--- config.mk ---
export PLATFORM = sky130hd
export DESIGN_NAME = feedback_frame_parser_unit
export DESIGN_NICKNAME = d
export VERILOG_FILES = /design/src/ffp_pkg.sv /design/src/feedback_frame_parser_unit.sv /design/src/ffp_in_stage.sv /design/src/ffp_frame_core.sv /design/src/ffp_out_stage.sv
export SDC_FILE = /design/constraint.sdc
export NUM_CORES = 1
export LEC_CHECK = 0
export ABC_AREA = 1
export BUFFER_PORTS_ARGS = -buffer_cell sky130_fd_sc_hd__buf_2
export CAP_MARGIN = 20
export CORE_MARGIN = 2
export CORE_UTILIZATION = 55
export DETAILED_ROUTE_END_ITERATION = 6
export PLACE_DENSITY = 0.77
export SYNTH_ARGS = -nofsm -noshare
export SYNTH_HDL_FRONTEND = slang
export SYNTH_HIERARCHICAL = 1
export SYNTH_SLANG_ARGS = --single-unit
--- constraint.sdc ---
create_clock -name clk -period 4.8 [get_ports clk]
set_input_delay 0.72 -clock clk [delete_from_list [all_inputs] [get_ports clk]]
set_output_delay 0.72 -clock clk [all_outputs]
set_load 0.03 [all_outputs]
--- src/ffp_pkg.sv ---
// ----------------------------------------------------------------------------
// Feedback frame parser package
// Frame geometry, beat types and the decoded result record.
// ----------------------------------------------------------------------------
package ffp_pkg;

	localparam int FRAME_LENGTH = 16;
	localparam int POS_W        = $clog2(FRAME_LENGTH);

	localparam logic [POS_W-1:0] POS_FIRST_BODY = POS_W'(1);
	localparam logic [POS_W-1:0] POS_CSUM_LO    = POS_W'(FRAME_LENGTH - 2);
	localparam logic [POS_W-1:0] POS_LAST       = POS_W'(FRAME_LENGTH - 1);

	localparam logic [7:0] HEADER_RESET = 8'hAA;

	typedef struct packed {
		logic [1:0]         status_bits;
		logic signed [7:0]  wheel_spd_l;
		logic signed [7:0]  wheel_spd_r;
		logic [13:0]        tick_left;
		logic [13:0]        tick_right;
		logic [6:0]         temperature;
		logic [10:0]        current;
		logic [6:0]         battery;
		logic               charging;
		logic [5:0]         aux_small;
		logic [15:0]        aux_wide;
	} ffp_result_t;

	typedef struct packed {
		logic       vld;
		logic [7:0] data;
	} ffp_byte_beat_t;

	typedef struct packed {
		logic        vld;
		ffp_result_t res;
	} ffp_res_beat_t;

endpackage

--- src/feedback_frame_parser_unit.sv ---
// ----------------------------------------------------------------------------
// Feedback frame parser unit
// Hunts for the header byte, collects a 16-byte feedback frame, checks the
// XOR fold checksum and emits the decoded fields of each good frame.
//
//   channel | signals                         | direction
//   --------+---------------------------------+----------
//   in      | in_valid, in_stall, rx_byte     | byte in
//   out     | out_valid, out_stall, fields    | result out
//   cfg     | cfg_valid, cfg_ready, header_byte | write in
//
// One byte per cycle sustained while the output is not held stalled. A
// byte is registered at the input, runs through the fold and decode
// logic, and its result is loaded into the output register, raising
// out_valid, once that register is free. in_stall rises only while a
// result is held and stalled with a byte waiting. Reset restores header
// 0xAA and the hunt state; config writes are always ready.
// ----------------------------------------------------------------------------
module feedback_frame_parser_unit (
	input  logic               clk,
	input  logic               arst_n,
	input  logic               in_valid,
	output logic               in_stall,
	input  logic [7:0]         rx_byte,
	output logic               out_valid,
	input  logic               out_stall,
	output logic [1:0]         status_bits,
	output logic signed [7:0]  wheel_spd_l,
	output logic signed [7:0]  wheel_spd_r,
	output logic [13:0]        tick_left,
	output logic [13:0]        tick_right,
	output logic [6:0]         temperature,
	output logic [10:0]        current,
	output logic [6:0]         battery,
	output logic               charging,
	output logic [5:0]         aux_small,
	output logic [15:0]        aux_wide,
	input  logic               cfg_valid,
	output logic               cfg_ready,
	input  logic [7:0]         header_byte
);
	import ffp_pkg::*;

	logic [7:0]     header_val_q;
	ffp_byte_beat_t beat_s1;
	ffp_res_beat_t  res_beat;
	ffp_result_t    res_q;
	logic           out_free;
	logic           advance;

	assign cfg_ready = 1'b1;
	assign advance   = beat_s1.vld && out_free;

	always_ff @(posedge clk or negedge arst_n) begin
		if (!arst_n) begin
			header_val_q <= HEADER_RESET;
		end else if (cfg_valid && cfg_ready) begin
			header_val_q <= header_byte;
		end
	end

	ffp_in_stage u_in (
		.clk      (clk),
		.arst_n   (arst_n),
		.in_valid (in_valid),
		.rx_byte  (rx_byte),
		.out_free (out_free),
		.in_stall (in_stall),
		.beat_s1  (beat_s1)
	);

	ffp_frame_core u_core (
		.clk         (clk),
		.arst_n      (arst_n),
		.beat_s1     (beat_s1),
		.advance     (advance),
		.header_byte (header_val_q),
		.res_beat    (res_beat)
	);

	ffp_out_stage u_out (
		.clk       (clk),
		.arst_n    (arst_n),
		.res_beat  (res_beat),
		.advance   (advance),
		.out_stall (out_stall),
		.out_free  (out_free),
		.out_valid (out_valid),
		.res_q     (res_q)
	);

	assign status_bits = res_q.status_bits;
	assign wheel_spd_l = res_q.wheel_spd_l;
	assign wheel_spd_r = res_q.wheel_spd_r;
	assign tick_left   = res_q.tick_left;
	assign tick_right  = res_q.tick_right;
	assign temperature = res_q.temperature;
	assign current     = res_q.current;
	assign battery     = res_q.battery;
	assign charging    = res_q.charging;
	assign aux_small   = res_q.aux_small;
	assign aux_wide    = res_q.aux_wide;

endmodule

--- src/ffp_in_stage.sv ---
// ----------------------------------------------------------------------------
// Feedback frame parser input stage
// Registers one received byte per beat; stalls only on result backpressure.
// ----------------------------------------------------------------------------
module ffp_in_stage (
	input  logic                   clk,
	input  logic                   arst_n,
	input  logic                   in_valid,
	input  logic [7:0]             rx_byte,
	input  logic                   out_free,
	output logic                   in_stall,
	output ffp_pkg::ffp_byte_beat_t beat_s1
);
	import ffp_pkg::*;

	logic       valid_s1;
	logic [7:0] byte_s1;

	assign in_stall = valid_s1 && !out_free;

	always_ff @(posedge clk or negedge arst_n) begin
		if (!arst_n) begin
			valid_s1 <= 1'b0;
		end else if (!in_stall) begin
			valid_s1 <= in_valid;
		end
	end

	always_ff @(posedge clk) begin
		if (in_valid && !in_stall) begin
			byte_s1 <= rx_byte;
		end
	end

	assign beat_s1.vld  = valid_s1;
	assign beat_s1.data = byte_s1;

endmodule

--- src/ffp_frame_core.sv ---
// ----------------------------------------------------------------------------
// Feedback frame parser frame core
// Header hunt, byte position, running XOR fold, frame store and field decode.
// ----------------------------------------------------------------------------
module ffp_frame_core (
	input  logic                    clk,
	input  logic                    arst_n,
	input  ffp_pkg::ffp_byte_beat_t beat_s1,
	input  logic                    advance,
	input  logic [7:0]              header_byte,
	output ffp_pkg::ffp_res_beat_t  res_beat
);
	import ffp_pkg::*;

	logic             in_body_q;
	logic [POS_W-1:0] pos_q;
	logic [15:0]      fold_q;
	logic [7:0]       store_q [FRAME_LENGTH];

	logic [7:0]  b;
	logic [15:0] fold_term;
	logic [31:0] word_t;
	logic [31:0] word_m;
	logic        frame_end;

	assign b         = beat_s1.data;
	assign fold_term = pos_q[0] ? {b, 8'h00} : {8'h00, b};
	assign frame_end = in_body_q && (pos_q == POS_LAST);

	always_ff @(posedge clk or negedge arst_n) begin
		if (!arst_n) begin
			in_body_q <= 1'b0;
			pos_q     <= '0;
			fold_q    <= '0;
		end else if (advance) begin
			if (!in_body_q) begin
				if (b == header_byte) begin
					in_body_q <= 1'b1;
					pos_q     <= POS_FIRST_BODY;
					fold_q    <= {8'h00, b};
				end
			end else if (pos_q == POS_LAST) begin
				in_body_q <= 1'b0;
				pos_q     <= '0;
				fold_q    <= '0;
			end else begin
				pos_q <= pos_q + POS_W'(1);
				if (pos_q < POS_CSUM_LO) begin
					fold_q <= fold_q ^ fold_term;
				end
			end
		end
	end

	always_ff @(posedge clk) begin
		if (advance && in_body_q) begin
			store_q[pos_q] <= b;
		end
	end

	assign word_t = {store_q[7], store_q[6], store_q[5], store_q[4]};
	assign word_m = {store_q[11], store_q[10], store_q[9], store_q[8]};

	always_comb begin
		res_beat.vld                 = frame_end && ({b, store_q[14]} == fold_q);
		res_beat.res.status_bits     = store_q[1][1:0];
		res_beat.res.wheel_spd_l     = store_q[2];
		res_beat.res.wheel_spd_r     = store_q[3];
		res_beat.res.tick_left       = word_t[13:0];
		res_beat.res.tick_right      = word_t[27:14];
		res_beat.res.temperature     = word_m[6:0];
		res_beat.res.current         = word_m[17:7];
		res_beat.res.battery         = word_m[24:18];
		res_beat.res.charging        = word_m[25];
		res_beat.res.aux_small       = word_m[31:26];
		res_beat.res.aux_wide        = {store_q[13], store_q[12]};
	end

endmodule

--- src/ffp_out_stage.sv ---
// ----------------------------------------------------------------------------
// Feedback frame parser output stage
// Result register; frees when empty or when the held beat is taken.
// ----------------------------------------------------------------------------
module ffp_out_stage (
	input  logic                   clk,
	input  logic                   arst_n,
	input  ffp_pkg::ffp_res_beat_t res_beat,
	input  logic                   advance,
	input  logic                   out_stall,
	output logic                   out_free,
	output logic                   out_valid,
	output ffp_pkg::ffp_result_t   res_q
);
	import ffp_pkg::*;

	logic out_valid_q;

	assign out_free  = !out_valid_q || !out_stall;
	assign out_valid = out_valid_q;

	always_ff @(posedge clk or negedge arst_n) begin
		if (!arst_n) begin
			out_valid_q <= 1'b0;
		end else if (out_free) begin
			out_valid_q <= advance && res_beat.vld;
		end
	end

	always_ff @(posedge clk) begin
		if (advance && res_beat.vld) begin
			res_q <= res_beat.res;
		end
	end

endmodule

# Yosys cells after proc, flatten, opt, wreduce, memory -nomap -nowiden
# Memories as Yosys holds them, arrays and structs flattened. A register that Yosys moved wholly into a read port is not among the register bits.
# Index checks and enable logic that the tools add are counted.
dict set report word_totals {
  regBits 39
  elab_cells 43
  n_memories 1
  ram_bits 128
  output_inout_bits 97
  input_bits 21
}
# memory words width rd rd_clocked_by_memory_dff wr line_no
set memory_table {}
lappend memory_table {u_core.store_q 16 8 14 13 1 ffp_frame_core.sv:18} ;# logic [7:0] store_q [FRAME_LENGTH];
dict set report classes {
  n_eq_ne 4
  n_bitwise 1
  add_sub_neg 1
  magnitude_cmp 1
  n_mux 13
  n_reduce_logical 15
}
# operator count
set ops {}
lappend ops {{16-bit 2-to-1 mux} 5}
lappend ops {{16-bit == test} 1}
lappend ops {{16-bit bitwise XOR} 1}
lappend ops {{4-bit 2-to-1 mux} 3}
lappend ops {{8-bit == test} 1}
lappend ops {{1-bit logical AND} 7}
lappend ops {{1-bit 2-to-1 mux} 5}
lappend ops {{4-bit by 1-bit adder with 4-bit output (second input constant)} 1}
lappend ops {{4-bit == test (second input constant)} 1}
lappend ops {{1-bit logical NOT} 4}
lappend ops {{4-bit less-than comparator (second input constant)} 1}
lappend ops {{3-bit inequality test (second input constant)} 1}
lappend ops {{3-bit AND reduction} 1}
lappend ops {{2-bit AND reduction} 1}
lappend ops {{2-bit nonzero test} 1}
lappend ops {{1-bit logical OR} 1}

# Depth between registers and ports, before layout
dict set report depth {
  word_depth 6
  ltp_mapped 11
}

# By module
# The synthesis kept the hierarchy.
# mod area_each_um2 n_inst cells_each
set modules_own_cells {}
lappend modules_own_cells {ffp_frame_core 4747.1 1 351}
lappend modules_own_cells {ffp_out_stage 2867.8 1 99}
lappend modules_own_cells {feedback_frame_parser_unit 329.1 1 38}
lappend modules_own_cells {ffp_in_stage 305.3 1 16}

# Worst setup path after synthesis
# OpenSTA, ideal clock, no wires.
dict set report synth_path {
  path_type {register to register}
  start {reg u_in.byte_s1[2]}
  end {reg u_out/res_q[0] (netlist name)}
  required_ns 4.352
  path_stages_with_launch 8
  synth_period_minus_slack_ns 3.538
  slack_ns 1.262
  n_path_buf 0
  setup_ns 0.448
  arrival_time_ns 3.090
  cell_sequence {edfxtp_1 xnor2_1 nand2_1 nor3_1 nand2_1 nor3_1 nand2_1 inv_1}
}
# element line_no
set synth_rtl {}
lappend synth_rtl {{start, declared} ffp_in_stage.sv:17} ;# logic [7:0] byte_s1;
lappend synth_rtl {{start signal, assigned} ffp_in_stage.sv:31} ;# byte_s1 <= rx_byte;

==> impl_metrics.env <==
export IMPL_run_status="complete, no violations"
export IMPL_synth_area_leaders="edfxtp_1 (74%), dfrtp_1 (8.2%), nand2_1 (5.4%)"
export IMPL_globalRouteMet3Util_pct=3.75
export IMPL_timing_critical_path_cells="ha_1 > nand2_2 > nor2_1 > nand4_1 > nor3_1 > nand2_1 > clkinv_2 > buf_4"
export IMPL_synthXorXnorAreaFrac_pct=2.87
export IMPL_diodes=0
export IMPL_grt_pass1_wl_um=23700
export IMPL_finalNonFillerCells=837
export IMPL_worstPathArrival_ns=2.82
export IMPL_worst_setup_path_start_kind="flip-flop"
export IMPL_via_per_inst=5.30
export IMPL_part_of_the_yosys_area_used_for_sequential_elements_pct=83.7
export IMPL_buffers_inserted_during_post_cts_setup_optimization=0
export IMPL_ys_types=28
export IMPL_yosys_register_bits=235
export IMPL_post_cts_resized_instances=0
export IMPL_async_reset_ff_share_pct=13.2
export IMPL_post_synth_edffs=204
export IMPL_power_switching_share_pct=23.3
export IMPL_overflow=0
export IMPL_cts_hold_repair_buffers=0
export IMPL_worst_clock_skew_ns=0.00959
export IMPL_netlist_top_cell_by_area="edfxtp_1"
export IMPL_synth_warnings=6
export IMPL_max_cap_violations=0
export IMPL_irDropWorstVdd_uv=256
export IMPL_grt_start_max_net_pins=56
export IMPL_leakage_uw=0.00372
export IMPL_grt_pass1_vias=4300
export IMPL_p_per_area_nw_per_um2=466
export IMPL_core_region_area_um2=14600
export IMPL_finalWeightedCongestion=0.889
export IMPL_path_max_fanout=55
export IMPL_cp_required_ns=4.92
export IMPL_place_detailed_hpwl_um=9830
export IMPL_maxSlewHeadroom_pct=49.9
export IMPL_die_h_um=126
export IMPL_timing_fmax_mhz=371
export IMPL_placed_cells=797
export IMPL_rsz_0062_raised_after_global_routing="no"
export IMPL_post_dp_cell_area_um2=9010
export IMPL_die_width_um=126
export IMPL_power_share_sequential_pct=53.9
export IMPL_cts_tree="yes"
export IMPL_cts_root_buf="clkbuf_16"
export IMPL_min_period_ns=2.70
export IMPL_dominantRegCellSynth="edfxtp_1"
export IMPL_report_final_hold_viol_count=0
export IMPL_flow_area_growth_from_synthesis_pct=18.0
export IMPL_grt_use_met2_pct=30.8
export IMPL_floorplan_rows=44
export IMPL_net_switching_power_uw=1060
export IMPL_insertion_delay_of_the_later_clocked_pin_in_the_worst_skew_pair_ns=0.49
export IMPL_post_route_drc_count=0
export IMPL_fraction_of_the_mapped_netlist_area_in_compound_gates_pct=2.03
export IMPL_drive_gt1_share_pct=26.0
export IMPL_synthCells=504
export IMPL_worst_hold_path_type="primary input to async pin"
export IMPL_report_final_setup_viol=0
export IMPL_avg_synthesized_cell_area_um2=16.4
export IMPL_final_min_period_over_clock_period_pct=56.2
export IMPL_grtUsageTotal_pct=18.9
export IMPL_synth_fa_ha_area_share_pct=0.607
export IMPL_highest_delay_cell_along_the_critical_path="dfrtp_1"
export IMPL_synth_mux_area_fraction_pct=0
export IMPL_cts_num_sinks=235
export IMPL_post_layout_total_power_uw=4540
export IMPL_pwr_share_clk_pct=37.7
export IMPL_ant_nets=0
export IMPL_io_buffer_count=116
export IMPL_initial_antenna_violation_count=0
export IMPL_power_frac_comb_pct=8.4
export IMPL_globalRoute_busiestLayer="met2"
export IMPL_h_tree_depth=1
export IMPL_drt_first_pass_iters=6
export IMPL_clk_pin_slew_worst_paths_ns=0.06
export IMPL_io_pins=118
export IMPL_grt_util_met1_pct=27.2
export IMPL_yosysTopAreaCellShare_pct=74.3
export IMPL_initial_core_util_pct=56.5
export IMPL_crit_type="flip-flop to flip-flop"
export IMPL_avgRoutedWirePerCell_um=18.1
export IMPL_final_wl_um=15100
export IMPL_synth_top_family_by_area="simple AND/OR/NAND/NOR gates"
export IMPL_slew_violations=0
export IMPL_finalSetupTns_ns=0
export IMPL_fin_area_um2=9740
export IMPL_cts_made_buffers=22
export IMPL_mappedNetlistArea_um2=8250
export IMPL_route_vias_total=4433
export IMPL_mostFrequentLayoutCell="edfxtp_1"
export IMPL_synth_simple_gate_area_share_pct=8.68
export IMPL_end_kind="flip-flop"
export IMPL_internal_power_uw=3480
export IMPL_tightest_slew_ns=0.752
export IMPL_critical_path_max_stage_delay_ns=0.71
export IMPL_num_nets_final=662
export IMPL_detailedRoute_firstIterationViolations=394
export IMPL_die_area_um2=16000
export IMPL_post_synthesis_net_count=529
export IMPL_layout_cells_most_common_list="edfxtp_1 (204), nand2_1 (118), buf_2 (116), dfrtp_1 (27), clkbuf_16 (23)"
export IMPL_maximum_buffer_depth_of_the_clock_tree=3
## critical path: cells and delay by family, from the launching register on
kind          cells  cell delay [ns]
simple gates      5             0.64
buf+inv           2             0.60
fa+ha+maj         1             0.32
flops             1             0.71
## metrics by stage
step	setup slack (ns)	utilization, %	hold WS (ns)
finish	2.10	66.7	0.282
CTS	2.15	66.7	0.299
global route	1.90	66.7	0.333
floorplan	1.26	-	0.400
global placement	2.22	61.8	0.402
detailed placement	2.18	61.8	0.405
## cell families after synthesis
group                    after synthesis
buffers and inverters                 36
XOR/XNOR                              27
flip-flops                           235
adder cells (fa/ha/maj)                4
AO/OA/AOI/OAI                         30
AND/OR/NAND/NOR                      171
other                                  1
## cell type report
cell class,count,area (um2)
clock buffer,31,626
clock inverter,9,100
fill,949,4850
inverter,26,98.8
multi-input combinational,233,1170
sequential,235,6910
tap,184,230
timing repair buffer,119,603
## synth_stat cells (all sizes together) (3+ instances only)
cell type and instances:
a21oi 9, buf 9, dfrtp 27, dfstp 4
edfxtp 204, ha 4, inv 26, nand2 123
nand3 21, nand4 3, nor2 22, o21ai 17
xnor2 22, xor2 5
## state kept, by name, summed over array words and instances, names as in the netlist
register / cells
header_val_q: 8
u_core/fold_q: 16
u_core/in_body_q: 1
u_core/pos_q: 4
u_core/store_q: 102
u_in/byte_s1: 8
u_in/valid_s1: 1
u_out/out_valid: 1
u_out/res_q: 94
## power by group through the flow
stage	logic [uW]	clock network, uW	registers (uW)
CTS	379	1740	2450
detailed placement	368	0	2490
global placement	354	0	2480
floorplan	317	0	2430
finish	380	1710	2450
global route	430	1820	2460
## layer usage
metal,wire [um],vias to the layer above,share of wire [%]
li1,-,2042,-
met1,6360,2161,42
met2,7440,206,49
met3,1140,24,7.5
met4,213,0,1.4
met5,0,-,0
## worst paths after layout
path / from / to / slack (ns) / depth (start not counted)
worst min-delay path: arst_n / u_core/fold_q[10] / 0.28 / 1
max in group asynchronous: arst_n / u_core/pos_q[2] / 4.05 / 1
min in group clk: rx_byte[5] / u_in/byte_s1[5] / 0.41 / 1
worst min register to register: u_core/store_q[4][7] / u_out/res_q[69] / 0.42 / 0
worst max-delay path: u_core/pos_q[0] / u_out/res_q[15] / 2.10 / 8
worst max register to register: u_core/pos_q[0] / u_out/res_q[15] / 2.10 / 8
Note: power is estimated with default switching activity, not from simulation.
